<file path="src/design/dtp_pkg.sv">
// Shared types and codes for the divider and timer peripheral.
// No dependencies; the stream interfaces and the top level use it.
package dtp_pkg;

    // Request kinds.
    localparam logic [1:0] REQ_TICK  = 2'd0;
    localparam logic [1:0] REQ_READ  = 2'd1;
    localparam logic [1:0] REQ_WRITE = 2'd2;

    // Register indexes.
    localparam logic [1:0] REG_DIV  = 2'd0;
    localparam logic [1:0] REG_TIMA = 2'd1;
    localparam logic [1:0] REG_TMA  = 2'd2;
    localparam logic [1:0] REG_TAC  = 2'd3;

    localparam logic [7:0]  CONTROL_FORCED_ONES = 8'hF8;
    localparam logic [15:0] TICK_INCREMENT      = 16'd4;

    typedef struct packed {
        logic [1:0] req_type;
        logic [1:0] reg_index;
        logic [7:0] write_data;
    } req_t;

    typedef struct packed {
        logic [7:0] read_data;
        logic       timer_irq;
    } rsp_t;

endpackage

</file>
<file path="src/design/dtp_req_if.sv">
// Request channel of the divider and timer peripheral.
// Depends on dtp_pkg for the payload type.
interface dtp_req_if;
    logic          valid;
    logic          ready;
    dtp_pkg::req_t payload;

    modport source (output valid, output payload, input ready);
    modport sink   (input valid, input payload, output ready);
endinterface

</file>
<file path="src/design/dtp_rsp_if.sv">
// Response channel of the divider and timer peripheral.
// Depends on dtp_pkg for the payload type.
interface dtp_rsp_if;
    logic          valid;
    logic          ready;
    dtp_pkg::rsp_t payload;

    modport source (output valid, output payload, input ready);
    modport sink   (input valid, input payload, output ready);
endinterface

</file>
<file path="src/design/div_tima_timer_peripheral_unit.sv">
// Divider and timer peripheral. Every request transaction (tick, register read or
// register write) yields exactly one response transaction. The block takes one
// request per cycle while the response side does not stall, and answers through
// its input register and its response register: the request is held in the input
// register, and from there the timer state and the response register are updated
// together once the response register is free. Backpressure on the response side stalls
// the input register, which in turn drops req.ready; both stages keep moving while rsp.ready is high.
// Depends on dtp_pkg, dtp_req_if and dtp_rsp_if.
module div_tima_timer_peripheral_unit (
    input  logic          clk,
    input  logic          rst_n,
    dtp_req_if.sink       req,
    dtp_rsp_if.source     rsp
);

    localparam logic [1:0] PHASE_RELOAD = 2'd0;
    localparam logic [1:0] PHASE_DELAY  = 2'd1;
    localparam logic [1:0] PHASE_IDLE   = 2'd2;

    // Pipeline registers.
    logic          s1_valid_reg;
    dtp_pkg::req_t s1_req_reg;
    logic          rsp_valid_reg;
    dtp_pkg::rsp_t rsp_data_reg;

    // Timer state.
    logic [15:0] div_reg, div_next;
    logic [7:0]  timer_reg, timer_next;
    logic [7:0]  modulo_reg, modulo_next;
    logic [7:0]  ctl_reg, ctl_next;
    logic [1:0]  phase_reg, phase_next;

    dtp_pkg::rsp_t rsp_next;
    logic          s2_take;
    logic          s2_fire;

    function automatic logic gated_bit(input logic [15:0] dv, input logic [7:0] ctl);
        logic sel;
        case (ctl[1:0])
            2'd0:    sel = dv[9];
            2'd1:    sel = dv[3];
            2'd2:    sel = dv[5];
            default: sel = dv[7];
        endcase
        return sel & ctl[2];
    endfunction

    assign s2_take   = !rsp_valid_reg || rsp.ready;
    assign s2_fire   = s1_valid_reg && s2_take;
    assign req.ready = !s1_valid_reg || s2_take;

    always_comb
    begin
        logic       check;
        logic [1:0] phase_mid;
        logic [7:0] timer_mid;
        logic [7:0] timer_inc;

        check       = 1'b0;
        phase_mid   = phase_reg;
        timer_mid   = timer_reg;
        div_next    = div_reg;
        modulo_next = modulo_reg;
        ctl_next    = ctl_reg;
        rsp_next    = '0;

        case (s1_req_reg.req_type)
            dtp_pkg::REQ_TICK:
            begin
                if (phase_reg == PHASE_DELAY)
                begin
                    timer_mid          = modulo_reg;
                    rsp_next.timer_irq = 1'b1;
                    phase_mid          = PHASE_RELOAD;
                end
                else
                begin
                    phase_mid = PHASE_IDLE;
                end
                div_next = div_reg + dtp_pkg::TICK_INCREMENT;
                check    = 1'b1;
            end
            dtp_pkg::REQ_READ:
            begin
                unique case (s1_req_reg.reg_index)
                    dtp_pkg::REG_DIV:  rsp_next.read_data = div_reg[15:8];
                    dtp_pkg::REG_TIMA: rsp_next.read_data = timer_reg;
                    dtp_pkg::REG_TMA:  rsp_next.read_data = modulo_reg;
                    default:           rsp_next.read_data = ctl_reg;
                endcase
            end
            dtp_pkg::REQ_WRITE:
            begin
                unique case (s1_req_reg.reg_index)
                    dtp_pkg::REG_DIV:
                    begin
                        div_next = '0;
                        check    = 1'b1;
                    end
                    dtp_pkg::REG_TIMA:
                    begin
                        // Ignored on the reload tick; elsewhere it cancels a pending reload.
                        if (phase_reg != PHASE_RELOAD)
                        begin
                            timer_mid = s1_req_reg.write_data;
                            phase_mid = PHASE_IDLE;
                        end
                    end
                    dtp_pkg::REG_TMA:
                    begin
                        modulo_next = s1_req_reg.write_data;
                        if (phase_reg == PHASE_RELOAD)
                        begin
                            timer_mid = s1_req_reg.write_data;
                        end
                    end
                    default:
                    begin
                        ctl_next = s1_req_reg.write_data | dtp_pkg::CONTROL_FORCED_ONES;
                        check    = 1'b1;
                    end
                endcase
            end
            default:
            begin
            end
        endcase

        // A falling edge of the gated divider bit counts, except during the delay.
        timer_inc  = timer_mid + 8'd1;
        timer_next = timer_mid;
        phase_next = phase_mid;
        if (check && phase_mid != PHASE_DELAY && gated_bit(div_reg, ctl_reg)
            && !gated_bit(div_next, ctl_next))
        begin
            timer_next = timer_inc;
            if (timer_inc == 8'd0)
            begin
                phase_next = PHASE_DELAY;
            end
        end
    end

    always_ff @(posedge clk or negedge rst_n)
    begin
        if (!rst_n)
        begin
            s1_valid_reg  <= 1'b0;
            rsp_valid_reg <= 1'b0;
            div_reg       <= '0;
            timer_reg     <= '0;
            modulo_reg    <= '0;
            ctl_reg       <= '0;
            phase_reg     <= PHASE_RELOAD;
        end
        else
        begin
            if (req.ready)
            begin
                s1_valid_reg <= req.valid;
            end
            if (s2_fire)
            begin
                rsp_valid_reg <= 1'b1;
                div_reg       <= div_next;
                timer_reg     <= timer_next;
                modulo_reg    <= modulo_next;
                ctl_reg       <= ctl_next;
                phase_reg     <= phase_next;
            end
            else if (rsp.ready)
            begin
                rsp_valid_reg <= 1'b0;
            end
        end
    end

    always_ff @(posedge clk)
    begin
        if (req.ready && req.valid)
        begin
            s1_req_reg <= req.payload;
        end
        if (s2_fire)
        begin
            rsp_data_reg <= rsp_next;
        end
    end

    assign rsp.valid   = rsp_valid_reg;
    assign rsp.payload = rsp_data_reg;

    // The counter sits at zero for the whole delay after a wrap.
    a_delay_counter_zero: assert property (@(posedge clk) disable iff (!rst_n)
        phase_reg == PHASE_DELAY |-> timer_reg == 8'd0)
        else $error("counter not zero during overflow delay");

    // A tick that ends the delay must come out as an interrupt response.
    a_reload_irq: assert property (@(posedge clk) disable iff (!rst_n)
        s2_fire && s1_req_reg.req_type == dtp_pkg::REQ_TICK && phase_reg == PHASE_DELAY
        |=> rsp.valid && rsp.payload.timer_irq)
        else $error("reload tick did not raise the interrupt");

    // With both stages full and the output stalled, no request may be taken.
    a_backpressure: assert property (@(posedge clk) disable iff (!rst_n)
        s1_valid_reg && rsp.valid && !rsp.ready |-> !req.ready)
        else $error("request accepted while pipeline is full");

    // Once written, the control byte always reads back with its upper bits set.
    a_control_upper: assert property (@(posedge clk) disable iff (!rst_n)
        ctl_reg != 8'd0 |-> ctl_reg[7:3] == 5'b11111)
        else $error("control upper bits not forced");

endmodule
</file>
<file path="src/flat_wrapper.sv">
// flat-port wrapper written by rule: the top's interface ports become plain ports
module div_tima_timer_peripheral_unit_flat 
  (clk, rst_n, req_valid, req_payload, req_ready, rsp_valid, rsp_payload, rsp_ready);
  dtp_req_if req_i ();
  dtp_rsp_if rsp_i ();
  input  logic clk;
  input  logic rst_n;
  input wire logic [$bits(req_i.valid)-1:0] req_valid;
  input wire logic [$bits(req_i.payload)-1:0] req_payload;
  output wire logic [$bits(req_i.ready)-1:0] req_ready;
  output wire logic [$bits(rsp_i.valid)-1:0] rsp_valid;
  output wire logic [$bits(rsp_i.payload)-1:0] rsp_payload;
  input wire logic [$bits(rsp_i.ready)-1:0] rsp_ready;
  assign req_i.valid = req_valid;
  assign req_i.payload = req_payload;
  assign req_ready = req_i.ready;
  assign rsp_valid = rsp_i.valid;
  assign rsp_payload = rsp_i.payload;
  assign rsp_i.ready = rsp_ready;
  div_tima_timer_peripheral_unit u_core (.clk(clk), .rst_n(rst_n), .req(req_i), .rsp(rsp_i));
endmodule
</file>
<file path="config.mk">
export PLATFORM = sky130hd
export DESIGN_NAME = div_tima_timer_peripheral_unit_flat
export DESIGN_NICKNAME = d
export VERILOG_FILES = /design/src/design/dtp_pkg.sv /design/src/design/dtp_req_if.sv /design/src/design/dtp_rsp_if.sv /design/src/design/div_tima_timer_peripheral_unit.sv /design/src/flat_wrapper.sv
export SDC_FILE = /design/constraint.sdc
export NUM_CORES = 1
export LEC_CHECK = 0
export BUFFER_PORTS_ARGS = -buffer_cell sky130_fd_sc_hd__buf_2
export CAP_MARGIN = 20
export CORE_AREA = 2 2 115 117
export CTS_BUF_LIST = sky130_fd_sc_hd__clkbuf_4 sky130_fd_sc_hd__clkbuf_8 sky130_fd_sc_hd__clkbuf_16
export DETAILED_ROUTE_END_ITERATION = 10
export DIE_AREA = 0 0 117 119
export GPL_TIMING_DRIVEN = 0
export PLACE_DENSITY = 0.44
export SYNTH_ARGS = -nofsm -noshare
export SYNTH_HDL_FRONTEND = slang
export SYNTH_SLANG_ARGS = --single-unit
</file>
<file path="constraint.sdc">
create_clock -name clk -period 2.68 [get_ports clk]
set_input_delay 0.536 -clock clk [delete_from_list [all_inputs] [get_ports clk]]
set_output_delay 0.536 -clock clk [all_outputs]
set_load 0.05 [all_outputs]
</file>
==> results of run 1 <==
==> layer usage <==
metal	global-route usage [%]	share of wire, %	routed length, µm	vias to the layer above
li1	-	-	-	1538
met1	24.0	46	5180	1626
met2	25.8	47	5210	97
met3	3.21	4.8	530	15
met4	6.03	1.9	214	0
met5	0	0	0	-
==> power breakdown <==
group / total [mW] / leakage [nW] / internal [mW] / switching (mW)
clock network: 1.18 / 0.154 / 0.772 / 0.408
logic: 0.921 / 1.08 / 0.422 / 0.499
registers: 1.28 / 0.685 / 1.09 / 0.194
==> worst max-delay path by stage <==
| stage | endpoint | slack (ps) | depth (start not counted) |
|---|---|---|---|
| finish | u_core.phase_reg[0]$_DFFE_PN0P_ | -230 | 13 |
| global route | u_core.phase_reg[0]$_DFFE_PN0P_ | -390 | 14 |
| CTS | u_core.phase_reg[1]$_DFFE_PN0P_ | -220 | 14 |
| detailed placement | u_core.modulo_reg[0]$_DFFE_PN0P_ | -600 | 7 |
| global placement | u_core.modulo_reg[4]$_DFFE_PN0P_ | -600 | 7 |
| floorplan | u_core.phase_reg[0]$_DFFE_PN0P_ | -10 | 14 |
==> kinds of logic after synthesis <==
kind of cell,after synthesis,synth area share (%)
simple gates,122,19.4
compound gates,120,23.0
flops,59,42.3
buf+inv,35,4.98
mux,21,6.42
xor+xnor,7,1.64
fa+ha+maj,7,2.34
==> stage by stage <==
step | TNS, ps | std cells | hold slack [ps] | area (µm²) | setup slack, ps
floorplan | -23.3 | 371 | 240 | 3780 | -11.4
global placement | -8110 | 573 | 427 | 4130 | -599
detailed placement | -8600 | 573 | 445 | 4130 | -602
CTS | -589 | 599 | 365 | 4590 | -220
global route | -1030 | 609 | 365 | 4760 | -385
finish | -422 | 609 | 337 | 4760 | -232
==> area by class of cell <==
cell class                      instances  share of cell area, %
Buffer                                 22                   3.52
Timing Repair Buffer                   48                   6.62
Tap cell                              176                   4.62
Sequential cell                        59                   33.2
Multi-Input combinational cell        277                   44.8
Clock buffer                           13                   5.49
Clock inverter                          3                  0.840
Inverter                               11                  0.867
==> synth_stat cells, drive strengths merged (3+ instances only) <==
master  instances
o31ai           9
nor3           10
o211a           5
o211ai          6
nand3          10
xor2            7
and2            4
o221ai          3
or2             3
dfrtp          38
nor4bb          3
edfxtp         21
o21ai          26
nand2b          5
buf            15
a21oi          23
a222oi          3
clkbuf          9
nand2          26
or3             3
nor2b           3
a31oi           5
a22oi           8
o21a            3
a31o            3
inv            11
mux2i           6
o31a            3
o22ai           3
nor2           26
and4bb          3
nand3b          3
mux2           14
nand4           7
ha              7
nor3b           4
==> worst max-delay path: cells and delay by family, from the launching register on <==
family          cells  cell delay, ps
mux                 1             120
simple gates        3             520
fa+ha+maj           2             480
flops               1             450
buf+inv             2             210
compound gates      5            1020
==> what timing repair did <==
item                                    in CTS  in global routing
gates cloned                                 0                  0
setup buffers                               11                 11
pin swaps                                   10                 15
gates resized for setup                     21                 24
endpoints found under the setup margin      20                  8
==> results.cfg, run 1 <==
[floorplanning]
die_area_um2 = 13900
die_y_um = 119
rows = 42
pin_count = 27
die_w_um = 117
start_util_pct = 29.1
core_um2 = 12900

[yosys]
seq_area_frac_synth_pct = 42.3
synth_fp_nets = 394
yosys.area.top_type_share_pct = 25.4
async_flop_share_pct = 64.4
synth_ff_type = dfrtp_1
yosys-top-cells-area = dfrtp_1, edfxtp_1, mux2_2
synth_edf_count = 21
ys_seq_elements = 59
postSynthAreaPerCell_um2 = 10.1
netlist_area_um2 = 3740
yosys.area.top_type = dfrtp_1
synthDistinctLibCells = 76
ys_warn_count = 0
netlist_instances = 371

[placed_design]
dp_hpwl_um = 7810
port-buffer-count = 26
place.gp.congestion = 0.881

[grt]
track_usage_pct = 17.0
grt_max_degree = 39
antenna_found_initial = 0
overflow = 0
grt_pass1_vias = 3183
grt_pass1_wl_um = 18000

[route]
remaining_drc_errors = 0
first_pass_iters = 6
routed_wirelength_um = 11100
drt_iter0_drc = 228
wl_per_cell_um = 18.3
ant_nets = 0
vias = 3276
post_drt_via_cell_ratio = 5.38

[sta]
final-setup-viol-count = 3
finClkSkew_ps = 7.45
fin_crit_sh_pct = 109
fin_ws_ps = -232
slew_viol_final = 0
timing.fmax_mhz = 343
hold_violations = 0
period_minus_slack_ps = 2910
worstMarginPinSlew_ps = 916
rsz0062_at_grt = true
slew_headroom_pct = 38.9

[cells_and_area]
utilization_pct = 37.0
largest_reg_flops = 14
fin_nets = 451
syn2layout_area_growth_pct = 27.3
regArea_um2 = 1580
layout_commonest_cell = dfrtp_1
antenna_cells = 0
multi_input_area_um2 = 2130
mostFrequentLayoutCells = dfrtp_1, buf_2, nand2_1
n_fill_cell = 1309
drive_above_1_share_pct = 32.3

[critical_path]
critPathArrivalTime_ps = 3130
timing.rr.start = u_core.s1_req_reg[9]$_DFFE_PP_
crit_chain = inv_2 > ha_4 > buf_6 > nor4b_4 > o311ai_2 > o21a_2 > ha_4 > and3_4 > a311o_1 > and4_1 > o21bai_1 > mux2i_2 > a22o_1
critPathRequiredTime_ps = 2890
crit_type = reg -> reg
cp-start-kind = flip-flop
rrSetupSlack_ps = -230
slowest_delay_ps = 450
reg2regPathDepth = 13
cp-end-kind = flip-flop
crit_start = u_core.s1_req_reg[9]$_DFFE_PP_
reg2reg_to = u_core.phase_reg[0]$_DFFE_PN0P_
critPathMaxFanout = 5
crit_slowest_cell = edfxtp_1
cpMostUsedCell = ha_4

[clocking]
insertion_delay_ps = 330
cts_hold_buf = 0
clk_pin_slew_worst_paths_ps = 50
cts_root_buf = clkbuf_16
cts-buffers-inserted = 9
cts.sinks = 59
cts_htree_levels = 3
clk_path_buf_depth = 2
cts_tree = done

[min_path]
hp-class = in -> async

[pwr]
power_per_cell_area_nw_per_um2 = 710
total_power_mw = 3.38
power.leakage_nw = 1.92
vdd_ir_drop_max_uv = 313

[status]
status = complete, but fails checks
violations = setup timing

[run]
max_cap_violations = 0
(Power assumes the default switching activity.)
==> run 2, diff against run 1 <==
--- a/config.mk
+++ b/config.mk
@@ -7,10 +7,10 @@
 export LEC_CHECK = 0
 export BUFFER_PORTS_ARGS = -buffer_cell sky130_fd_sc_hd__buf_2
 export CAP_MARGIN = 20
-export CORE_AREA = 2 2 115 117
+export CORE_AREA = 2 2 121 111
 export CTS_BUF_LIST = sky130_fd_sc_hd__clkbuf_4 sky130_fd_sc_hd__clkbuf_8 sky130_fd_sc_hd__clkbuf_16
 export DETAILED_ROUTE_END_ITERATION = 10
-export DIE_AREA = 0 0 117 119
+export DIE_AREA = 0 0 123 113
 export GPL_TIMING_DRIVEN = 0
 export PLACE_DENSITY = 0.44
 export SYNTH_ARGS = -nofsm -noshare
==> run 2 against run 1 <==
Compared with the run above: combinational power down 0.4%; total power down 1.9%; critical path type unchanged; sequential power about the same; critical endpoint is now u_core.phase_reg[1]$_DFFE_PN0P_; flip-flop and latch count unchanged; maximum frequency up 2.6%; utilization up 0.53 points; the flow still finishes with violations (setup timing); sequential share of layout area up 0.27 points; setup slack better by 73 ps.
==> results.cfg, run 2 (synthesized netlist as in run 1, its figures left out) <==
[sta]
fin_crit_sh_pct = 106
slew_viol_final = 0
timing.fmax_mhz = 352
fin_setup_tns_ps = -409
rsz0062_at_grt = true
worstMarginPinSlew_ps = 955
slew_headroom_pct = 36.3
fin_ws_ps = -160
period_minus_slack_ps = 2840
hold_violations = 0
hold_slack_ps = 352
final-setup-viol-count = 4
finClkSkew_ps = 7.88

[grt]
grt_max_degree = 39
grt_pass1_vias = 3133
antenna_found_initial = 0
track_usage_pct = 17.4
grt_pass1_wl_um = 18100
overflow = 0

[critical_path]
cpMostUsedCell = buf_6
crit_start = u_core.phase_reg[0]$_DFFE_PN0P_
critPathRequiredTime_ps = 2880
critPathBufInv = 2
cp-end-kind = flip-flop
crit_slowest_cell = dfrtp_2
slowest_delay_ps = 410
critPathTopFamily = compound AO/OA/AOI/OAI gates
timing.rr.start = u_core.phase_reg[0]$_DFFE_PN0P_
rrSetupSlack_ps = -160
crit_type = reg -> reg
reg2reg_to = u_core.phase_reg[1]$_DFFE_PN0P_
critPathMaxFanout = 10
critPathArrivalTime_ps = 3040
reg2regPathDepth = 13
cp-start-kind = flip-flop
crit_chain = buf_6 > buf_6 > and4bb_1 > a31oi_2 > a31oi_1 > o21a_2 > ha_4 > and3_4 > a311o_1 > a211oi_2 > o21bai_1 > mux2i_1 > a21oi_1

[cells_and_area]
antenna_cells = 0
syn2layout_area_growth_pct = 26.3
drive_above_1_share_pct = 31.4
largest_reg_flops = 14
n_fill_cell = 1269
fin_nets = 451
mostFrequentLayoutCells = dfrtp_1, buf_2, nor2_1
layout_commonest_cell = dfrtp_1

[clocking]
cts_root_buf = clkbuf_16
insertion_delay_ps = 340
cts.sinks = 59
clk_pin_slew_worst_paths_ps = 50
cts_hold_buf = 0
cts_htree_levels = 3
clk_path_buf_depth = 2
cts-buffers-inserted = 9
cts_tree = done

[route]
wl_per_cell_um = 18.9
remaining_drc_errors = 0
routed_wirelength_um = 11300
ant_nets = 0
first_pass_iters = 6
post_drt_via_cell_ratio = 5.48
vias = 3270
drt_iter0_drc = 241

[pwr]
power_per_cell_area_nw_per_um2 = 702
power.leakage_nw = 1.91
vdd_ir_drop_max_uv = 313

[floorplanning]
die_w_um = 123
die_y_um = 113
pin_count = 27
core_um2 = 12600
start_util_pct = 29.7
die_area_um2 = 13900
rows = 39

[status]
status = complete, but fails checks
violations = setup timing

[run]
max_cap_violations = 0

[placed_design]
dp_hpwl_um = 8010
place.gp.congestion = 0.864
port-buffer-count = 26

[min_path]
hp-class = in -> async
[run 2: cell types whose count changed in the layout (fill, tap and decap cells not counted), moves of 2 or more]
cell / delta
a21oi_1: +2
clkbuf_8: +2
nor2_1: +2
a21oi_2: -2
mux2i_2: -2
nor2_2: -2
[run 2: worst max path at each step]
stage | to | slack (ps) | depth (start not counted)
CTS | u_core.phase_reg[0]$_DFFE_PN0P_ | -170 | 14
floorplan | u_core.phase_reg[0]$_DFFE_PN0P_ | -10 | 14
global route | u_core.phase_reg[1]$_DFFE_PN0P_ | -330 | 14
detailed placement | u_core.modulo_reg[3]$_DFFE_PN0P_ | -620 | 7
finish | u_core.phase_reg[1]$_DFFE_PN0P_ | -160 | 13
global placement | u_core.modulo_reg[3]$_DFFE_PN0P_ | -620 | 7
[run 2: per-stage QoR]
stage	power, mW	cells	setup WS [ps]	utilization, %	instance area (µm²)
6_report	3.32	597	-160	37.5	4730
5_1_grt	3.50	597	-329	37.5	4730
4_1_cts	3.29	589	-166	36.4	4590
3_5_place_dp	2.08	561	-624	32.7	4110
3_3_place_gp	2.08	561	-617	32.7	4110
2_1_floorplan	1.83	371	-11.4	-	3780
[run 2: final cells by class]
type	instances	area [µm²]	share of cell area, %
timing repair buffer	48	299	6.33
clock buffer	14	282	5.96
buffer	22	173	3.65
clock inverter	2	10.0	0.212
sequential	59	1580	33.5
tap	164	205	4.34
inverter	11	41.3	0.874
multi-input combinational	277	2130	45.1
[run 2: what timing repair did]
item,4_1_cts,5_1_grt
gates resized for setup,22,17
pin swaps,9,19
buffers inserted,13,9
setup endpoints to repair,20,14
[run 2: routing by layer]
metal / GRT usage (%) / share of wire (%) / up-vias
met5: 0 / 0 / -
met4: 7.35 / 2.2 / 0
met3: 4.13 / 5.3 / 15
met2: 24.9 / 44 / 87
met1: 24.9 / 48 / 1630
li1: - / - / 1538
[run 2: report_power, final]
part	internal, mW	switching, mW	total (mW)
Clock	0.717	0.396	1.11
Sequential	1.09	0.200	1.29
Combinational	0.413	0.503	0.917
Total	2.22	1.10	3.32
==> run 3, diff against run 2 <==
--- a/config.mk
+++ b/config.mk
@@ -12,7 +12,7 @@
 export DETAILED_ROUTE_END_ITERATION = 10
 export DIE_AREA = 0 0 123 113
 export GPL_TIMING_DRIVEN = 0
-export PLACE_DENSITY = 0.44
+export PLACE_DENSITY = 0.42
 export SYNTH_ARGS = -nofsm -noshare
 export SYNTH_HDL_FRONTEND = slang
 export SYNTH_SLANG_ARGS = --single-unit
==> constraint.sdc (replaced) <==
create_clock -name clk -period 2.8 [get_ports clk]
set_input_delay 0.56 -clock clk [delete_from_list [all_inputs] [get_ports clk]]
set_output_delay 0.56 -clock clk [all_outputs]
set_load 0.05 [all_outputs]
==> run 3 against run 2 <==
Compared with the run above: the run still ends with setup timing left; cell count shrank 0.17%; count of clock-buffer cells in the layout is 2 lower; critical endpoint is now u_core.phase_reg[0]$_DFFE_PN0P_; worst hold slack improved by 20 ps.
==> results.cfg, run 3 (synthesized netlist as in run 1, its figures left out) <==
[cells_and_area]
fin_nets = 450
final_area_um2 = 4670
syn2layout_area_growth_pct = 24.7
antenna_cells = 0
stdcell_count = 596
largest_reg_flops = 14
n_fill_cell = 1268
drive_above_1_share_pct = 30.3
mostFrequentLayoutCells = dfrtp_1, buf_2, nand2_1
layout_commonest_cell = dfrtp_1

[critical_path]
rrSetupSlack_ps = -140
crit_chain = inv_2 > ha_2 > buf_8 > o31a_1 > o2bb2ai_2 > a21o_1 > a32oi_4 > ha_4 > o2111a_1 > a311o_1 > and4_1 > o21bai_1 > mux2i_1 > a22o_1
cp-start-kind = flip-flop
critPathArrivalTime_ps = 3180
crit_type = reg -> reg
slowest_delay_ps = 430
critPathMaxFanout = 10
cp-end-kind = flip-flop
crit_slowest_cell = edfxtp_1
critPathRequiredTime_ps = 3040

[clocking]
insertion_delay_ps = 330
cts_root_buf = clkbuf_16
cts-buffers-inserted = 9
clk_pin_slew_worst_paths_ps = 50
clk_path_buf_depth = 2
cts_tree = done
cts.sinks = 59
cts_hold_buf = 0
cts_htree_levels = 3

[sta]
finClkSkew_ps = 6.46
fin_crit_sh_pct = 105
period_minus_slack_ps = 2940
slew_headroom_pct = 39.1
rsz0062_at_grt = true
worstMarginPinSlew_ps = 914
hold_violations = 0
fin_ws_ps = -139
timing.fmax_mhz = 340
slew_viol_final = 0
fin_setup_tns_ps = -234
final-setup-viol-count = 3

[placed_design]
dp_hpwl_um = 8000
pre_cts_ws_ps = -485
place_area_um2 = 4090
dp.cells = 561
port-buffer-count = 26
place.gp.congestion = 0.877

[floorplanning]
die_w_um = 123
core_um2 = 12600
rows = 39
die_area_um2 = 13900
pin_count = 27
start_util_pct = 29.7
die_y_um = 113

[route]
first_pass_iters = 5
post_drt_via_cell_ratio = 5.30
remaining_drc_errors = 0
wl_per_cell_um = 18.7
vias = 3161
ant_nets = 0
routed_wirelength_um = 11100
drt_iter0_drc = 259

[grt]
antenna_found_initial = 0
grt_pass1_wl_um = 17800
overflow = 0
grt_pass1_vias = 3073
grt_max_degree = 39
track_usage_pct = 16.9

[status]
violations = setup timing
status = complete, but fails checks

[pwr]
power.leakage_nw = 1.90
power_per_cell_area_nw_per_um2 = 658
vdd_ir_drop_max_uv = 319

[run]
max_cap_violations = 0

[min_path]
hp-class = in -> async
-- run 3: cell types whose count changed in the layout (fill, tap and decap cells not counted), moves of 2 or more --
cell,change
clkbuf_8,-4
o21ai_1,-2
a21oi_1,-2
a21oi_2,+2
-- run 3: final cells by class --
cell class                 instances  area, µm²  share of cell area [%]
clock buffer                      12        248                    5.31
clock inverter                     4       18.8                   0.402
sequential                        59       1580                    33.9
buffer                            22        164                    3.51
timing repair buffer              47        304                    6.51
tap                              164        205                    4.40
multi-input combinational        277       2100                    45.0
inverter                          11       41.3                   0.885
-- run 3: worst paths after layout --
check | startpoint | end | cells past startpoint
worst min register to register | u_core.ctl_reg[3]$_DFFE_PN0P_ | u_core.ctl_reg[3]$_DFFE_PN0P_ | 2
worst min-delay path | rst_n | u_core.div_reg[7]$_DFFE_PN0P_ | 1
worst max register to register | u_core.s1_req_reg[8]$_DFFE_PP_ | u_core.phase_reg[0]$_DFFE_PN0P_ | 14
min in group clk | req_payload[2] | u_core.s1_req_reg[2]$_DFFE_PP_ | 1
max in group asynchronous | rst_n | u_core.phase_reg[1]$_DFFE_PN0P_ | 1
worst max-delay path | u_core.s1_req_reg[8]$_DFFE_PP_ | u_core.phase_reg[0]$_DFFE_PN0P_ | 14
-- run 3: metrics by stage --
step	total power, mW	util, %	hold slack [ps]
final	3.07	37.1	372
after floorplan	1.74	-	264
after detailed placement	1.99	32.5	438
after global routing	3.25	37.1	389
after CTS	3.06	36.2	395
after global placement	1.98	32.5	431
-- run 3: per-layer routing --
metal | vias to the layer above | GRT usage [%] | wire length (µm)
li1 | 1529 | - | -
met3 | 4 | 3.93 | 512
met5 | - | 0 | 0
met1 | 1556 | 25.2 | 5610
met2 | 72 | 24.8 | 4960
met4 | 0 | 3.94 | 61
-- run 3: worst max-delay path: cells and delay by family (launching register included) --
kind	cells	cell delay (ps)
simple gates	1	190
fa+ha+maj	2	410
mux	1	210
compound gates	8	1350
flops	1	430
buf+inv	2	250
-- run 3: power breakdown --
group	switching (mW)	internal (mW)	total, mW	leakage [nW]
sequential	0.195	1.04	1.24	0.685
combinational	0.469	0.381	0.850	1.08
clock	0.365	0.619	0.984	0.138
total	1.03	2.04	3.07	1.90
-- run 3: what timing repair did --
action,CTS,global route
gates resized for setup,26,13
setup endpoints to repair,20,6
cloned,0,0
buffers inserted,14,7
pin swaps,9,12
